File: src/rtl/smie_pkg.sv
// Shared types and constants for the stack machine instruction executor.
// No dependencies; every other file imports this package.
`timescale 1ns / 1ps

package smie_pkg;

    localparam int STACK_DEPTH = 256;
    localparam int DATA_W      = 32;
    localparam int PAY_W       = 30;
    localparam int CMD_W       = 2;
    localparam int DEPTH_W     = 9;
    localparam int STATUS_W    = 2;
    localparam int CNT_W       = $clog2(STACK_DEPTH + 1);
    localparam int ADDR_W      = $clog2(STACK_DEPTH);

    // instruction headers
    localparam logic [CMD_W-1:0] CMD_PUSH_A = 2'd0;
    localparam logic [CMD_W-1:0] CMD_PRIM_A = 2'd1;
    localparam logic [CMD_W-1:0] CMD_PUSH_B = 2'd2;
    localparam logic [CMD_W-1:0] CMD_PRIM_B = 2'd3;

    // primitive codes carried in the payload
    localparam logic [PAY_W-1:0] PRIM_HALT = 30'd0;
    localparam logic [PAY_W-1:0] PRIM_ADD  = 30'd1;
    localparam logic [PAY_W-1:0] PRIM_SUB  = 30'd2;
    localparam logic [PAY_W-1:0] PRIM_MUL  = 30'd3;
    localparam logic [PAY_W-1:0] PRIM_DIV  = 30'd4;

    typedef enum logic [STATUS_W-1:0] {
        ST_OK    = 2'd0,
        ST_UNDER = 2'd1,
        ST_OVER  = 2'd2,
        ST_DIVZ  = 2'd3
    } status_t;

    // controller -> datapath
    typedef struct packed {
        logic    load_instr;
        logic    push;
        logic    mem_read;
        logic    arith_write;
        logic    div_start;
        logic    div_write;
        logic    set_halt;
        logic    out_load;
        status_t status;
    } dp_cmd_t;

    // datapath -> controller
    typedef struct packed {
        logic is_push;
        logic is_halt;
        logic is_arith;
        logic is_div;
        logic halted;
        logic full;
        logic short_stack;
        logic divisor_zero;
        logic div_done;
    } dp_stat_t;

    typedef struct packed {
        logic signed [DATA_W-1:0]  top_value;
        logic        [DEPTH_W-1:0] depth;
        logic                      halted;
        logic        [STATUS_W-1:0] status;
    } result_t;

endpackage

File: src/rtl/smie_ctrl.sv
// Sequencing FSM: input handshake, decode decisions, divider wait, result handoff.
// Depends on smie_pkg.
`timescale 1ns / 1ps

module smie_ctrl (
    input  logic               clk,
    input  logic               rst_n,
    input  logic               in_valid,
    output logic               in_ready,
    output logic               out_valid,
    input  logic               out_ready,
    input  smie_pkg::dp_stat_t stat,
    output smie_pkg::dp_cmd_t  cmd
);
    import smie_pkg::*;

    typedef enum logic [4:0] {
        S_IDLE   = 5'b00001,
        S_DECODE = 5'b00010,
        S_EXEC   = 5'b00100,
        S_DIV    = 5'b01000,
        S_DONE   = 5'b10000
    } state_t;

    state_t  state_reg, state_next;
    status_t status_reg, status_next;
    logic    out_valid_reg, out_valid_next;

    always_comb
    begin
        state_next     = state_reg;
        status_next    = status_reg;
        out_valid_next = out_valid_reg;
        in_ready       = 1'b0;
        cmd            = '0;
        cmd.status     = status_reg;

        if (out_valid_reg && out_ready)
            out_valid_next = 1'b0;

        case (state_reg)
            S_IDLE:
            begin
                in_ready = 1'b1;
                if (in_valid)
                begin
                    cmd.load_instr = 1'b1;
                    status_next    = ST_OK;
                    state_next     = S_DECODE;
                end
            end
            S_DECODE:
            begin
                state_next = S_DONE;
                if (stat.halted)
                    status_next = ST_OK;
                else if (stat.is_push)
                begin
                    if (stat.full)
                        status_next = ST_OVER;
                    else
                        cmd.push = 1'b1;
                end
                else if (stat.is_halt)
                    cmd.set_halt = 1'b1;
                else if (stat.is_arith)
                begin
                    if (stat.short_stack)
                        status_next = ST_UNDER;
                    else if (stat.is_div && stat.divisor_zero)
                        status_next = ST_DIVZ;
                    else
                    begin
                        cmd.mem_read = 1'b1;
                        state_next   = S_EXEC;
                    end
                end
            end
            S_EXEC:
            begin
                if (stat.is_div)
                begin
                    cmd.div_start = 1'b1;
                    state_next    = S_DIV;
                end
                else
                begin
                    cmd.arith_write = 1'b1;
                    state_next      = S_DONE;
                end
            end
            S_DIV:
            begin
                if (stat.div_done)
                begin
                    cmd.div_write = 1'b1;
                    state_next    = S_DONE;
                end
            end
            S_DONE:
            begin
                if (!out_valid_reg || out_ready)
                begin
                    cmd.out_load   = 1'b1;
                    out_valid_next = 1'b1;
                    state_next     = S_IDLE;
                end
            end
            default:
            begin
                state_next = S_IDLE;
            end
        endcase
    end

    always_ff @(posedge clk or negedge rst_n)
    begin
        if (!rst_n)
        begin
            state_reg     <= S_IDLE;
            status_reg    <= ST_OK;
            out_valid_reg <= 1'b0;
        end
        else
        begin
            state_reg     <= state_next;
            status_reg    <= status_next;
            out_valid_reg <= out_valid_next;
        end
    end

    assign out_valid = out_valid_reg;

endmodule

File: config.mk
export PLATFORM = sky130hd
export DESIGN_NAME = smie_ctrl
export DESIGN_NICKNAME = d
export VERILOG_FILES = /design/src/rtl/smie_pkg.sv /design/src/rtl/smie_ctrl.sv
export SDC_FILE = /design/constraint.sdc
export NUM_CORES = 1
export LEC_CHECK = 0
export BUFFER_PORTS_ARGS = -buffer_cell sky130_fd_sc_hd__buf_2
export CAP_MARGIN = 20
export CORE_MARGIN = 3
export CORE_UTILIZATION = 35
export CTS_CLUSTER_DIAMETER = 40
export DETAILED_ROUTE_END_ITERATION = 16
export PLACE_DENSITY = 0.72
export SYNTH_ARGS = -nofsm -noshare
export SYNTH_HDL_FRONTEND = slang
export SYNTH_SLANG_ARGS = --single-unit
File: constraint.sdc
create_clock -name clk -period 4.6 [get_ports clk]
set_input_delay 1.15 -clock clk [delete_from_list [all_inputs] [get_ports clk]]
set_output_delay 1.15 -clock clk [all_outputs]
set_load 0.02 [all_outputs]
[Yosys cells after proc, flatten, opt, wreduce, memory -nomap -nowiden]
Cells that the tools add are included.
Word-level totals
  memories: 0
  register bits: 8
  latch bits: 0
  ROM bits: 0
  word-level logic and storage cells: 68
  input bits: 13
  output and inout port bits: 12
  RAM bits: 0
Operators by class
  muxes and demuxes: 46
  equality and inequality tests: 12
  reductions and logical operators: 7
  $lt $le $gt $ge: 0
  bitwise gates (word level): 0
  $mul: 0
  divide/modulo/power cells: 0
  shift operators: 0
  add/sub/neg operators: 0
Operators with widths (count)
  $mux W5: 10
  $pmux W5 S5: 1
  $mux W1: 23
  $mux W2: 11
  $ne A4 B4 Y1 const B: 3
  $ne A2 B2 Y1 const B: 3
  $reduce_and A6 Y1: 1
  $eq A5 B1 Y1 const B: 1
  $eq A5 B2 Y1 const B: 1
  $eq A5 B3 Y1 const B: 1
  $eq A5 B4 Y1 const B: 1
  $eq A5 B5 Y1 const B: 1
  $ne A5 B5 Y1 const B: 1
  $pmux W2 S2: 1
  $reduce_and A3 Y1: 1
  $logic_and A1 B1 Y1: 2
  $reduce_bool A2 Y1: 1
  $logic_not A1 Y1: 1
  $logic_or A1 B1 Y1: 1

[Longest topological paths before layout]
  word-level depth: 8
  depth in mapped cells: 5
  depth with buffers taken out: 4

[Worst setup path after synthesis]
Ideal clock, no wire load.
  path kind: input to output
  start point: input stat[8] (netlist bit)
  end point: output cmd[7] (netlist bit)
  data required time: 3.450 ns
  stages: 4
  setup slack: 1.343 ns
  data arrival time: 2.107 ns
  path buffers: 1
  path through: nor3b_2 -> or3b_2 -> nor3_1 -> buf_4
RTL lines
  from (decl): line smie_ctrl.sv:12  | input smie_pkg::dp_stat_t stat,
  to (decl): line smie_ctrl.sv:13  | output smie_pkg::dp_cmd_t cmd

==> impl_metrics.env <==
export IMPL_outcome="complete, no violations"
export IMPL_netlist_instances=60
export IMPL_drtAntennaViolNets=0
export IMPL_root_buffer="clkbuf_4"
export IMPL_fin_util_pct=49.6
export IMPL_diodes=0
export IMPL_dieArea_mm2=0.00202
export IMPL_cp_startpoint="stat[8]"
export IMPL_syn_cell_area_um2=532
export IMPL_reg2reg_from="state_reg[4]"
export IMPL_criticalPathCategory="in -> out"
export IMPL_clock_skew_ps=6.04
export IMPL_slew_headroom_pct=71.6
export IMPL_vias=516
export IMPL_fmax_ghz=0.288
export IMPL_peakVddDrop_mv=0.154
export IMPL_drive_above_1_share_pct=38.4
export IMPL_r2r_cells=4
export IMPL_cts_resized=0
export IMPL_cap_violations=0
export IMPL_drt_pass1_iterations=3
export IMPL_clk_path_buf_depth=2
export IMPL_synth_edf_count=0
export IMPL_numCtsBuffers=3
export IMPL_routedWlPerCell_um=11.9
export IMPL_syn_nets=73
export IMPL_hpwlAfterDp_mm=1.08
export IMPL_ctsHoldBuffers=0
export IMPL_start_util_pct=38.9
export IMPL_ys_warn_count=0
export IMPL_worst_pin_slew_ps=423
export IMPL_rsz0062_at_grt="no"
export IMPL_power_density_mw_per_mm2=396
export IMPL_clkTransAtPathRegs_ps=50
export IMPL_startpoint_type="primary input"
export IMPL_cts_sinks=8
export IMPL_finalHoldViolCount=0
export IMPL_worst_setup_path_end_kind="output pin"
export IMPL_path_max_fanout=3
export IMPL_critPathRequiredTime_ps=3450
export IMPL_yosysSeqAreaShare_pct=37.9
export IMPL_synth_most_common_cell="dfrtp_1"
export IMPL_cts_tree="built"
export IMPL_grt_pass1_vias=479
export IMPL_die_width_um=45.0
export IMPL_critPathArrivalTime_ps=2330
export IMPL_area_delta_synth_final_pct=27.5
export IMPL_fin_nets=100
export IMPL_largest_reg_flops=5
export IMPL_place_ws_ps=1120
export IMPL_clk_latency_ps=250
export IMPL_core_area_mm2=0.00137
export IMPL_setup_viol=0
export IMPL_drv_slew=0
export IMPL_synthTopCellsByArea="dfrtp_1 (33%), a21o_1 (5.6%), dfstp_2 (4.9%)"
export IMPL_fin_crit_sh_pct=75.6
export IMPL_drc=0
export IMPL_timing_final_ws_setup_ps=1120
export IMPL_dp_cells=97
export IMPL_htreeDepth=1
export IMPL_yosysUniqueCellTypes=31
export IMPL_synth_top_area_share_pct=32.9
export IMPL_syn_avg_cell_area_um2=8.86
export IMPL_post_cts_buffers=0
export IMPL_grt_antenna_before_repair=0
export IMPL_synth_top_cells_by_count="dfrtp_1 (7), nor2_1 (5)"
export IMPL_setup_tns_ps=0
export IMPL_rows=13
export IMPL_synth_async_sr_flop_share_pct=100
export IMPL_synth_top_cell_by_area="dfrtp_1"
export IMPL_num_io_pins=25
export IMPL_final_cells=101
export IMPL_chipHeight_um=45.0
export IMPL_grt_use_total_pct=12.7
export IMPL_via_per_inst=5.11
export IMPL_min_period_ps=3480
export IMPL_final_cell_area_um2=678
export IMPL_fillCellCount=136
export IMPL_wirelength_mm=1.20
export IMPL_yosys_register_bits=8
export IMPL_gp_congestion=0.691
export IMPL_hold_start="status_reg[1]"
export IMPL_grt_pass1_wl_mm=1.90
export IMPL_port_buffers=24
export IMPL_drt_iter0_markers=2
export IMPL_grt_max_degree=9
export IMPL_leakagePower_uw=0.000381
export IMPL_gr_total_overflow=0
export IMPL_hp_class="reg -> reg"
export IMPL_synth_flop_cell="dfrtp_1"
export IMPL_place_area_um2=652
export IMPL_hold_path_cell_count=1
-- report_power, final --
group / switching (uW) / internal (uW) / leakage [uW]
Clock: 20.5 / 33.0 / 0.0000150
Combinational: 65.6 / 46.5 / 0.000259
Sequential: 16.0 / 86.7 / 0.000107
-- metrics by stage --
stage	hold slack [ps]	total power, uW
2_1_floorplan	512	185
4_1_cts	504	273
5_1_grt	529	289
3_5_place_dp	492	217
6_report	498	268
3_3_place_gp	487	214
-- cell type report --
type                    count  area, um2  area share (%)
clock buffers               4       26.3            3.87
inverters                   4       15.0            2.21
multi-input cells          46        297            43.7
flip-flops and latches      8        201            29.7
well taps                  15       18.8            2.77
repair buffers             24        120            17.7
-- path summary, 6_finish.rpt --
path                                       to  slack (ps)
worst min-delay path            status_reg[1]         500
worst max-delay path                   cmd[7]        1120
worst min register to register  status_reg[1]         500
min in group asynchronous        state_reg[1]         730
worst max register to register  status_reg[1]        3000
max in group asynchronous        state_reg[0]        3640
-- layer usage --
layer | vias to the layer above | share of wire, % | GRT usage (%)
met5 | - | 0 | 0
met4 | 0 | 0 | 8.19
met3 | 0 | 3.0 | 1.20
met2 | 8 | 52 | 20.9
met1 | 239 | 45 | 15.7
li1 | 269 | - | -
-- critical path, stage by stage --
cell,delay [ps]
buf_2,120
nor3b_2,220
or3b_2,500
nor3_1,150
buf_2,190
-- cells in the final DEF (no fill, tap or decap), drive strengths merged, types with 2 or more instances in the layout --
master  Yosys  layout
o32ai       2       2
nor2b       2       2
a21o        4       4
o21ai       2       2
nand2b      2       2
dfrtp       7       7
buf         2      24
nor2        5       5
clkbuf      0       4
nand2       4       4
inv         4       4
a21oi       2       2
nor3b       3       3
nor3        4       4
and3        5       5
-- kinds of logic (layout without fill, tap and decap cells) --
kind of cell	count (synthesis)	in the layout	synth area share, %
compound gates	15	15	20.0
buf+inv	6	32	6.35
flops	8	8	37.9
simple gates	31	31	35.8
Power figures use the tool's default switching activity.
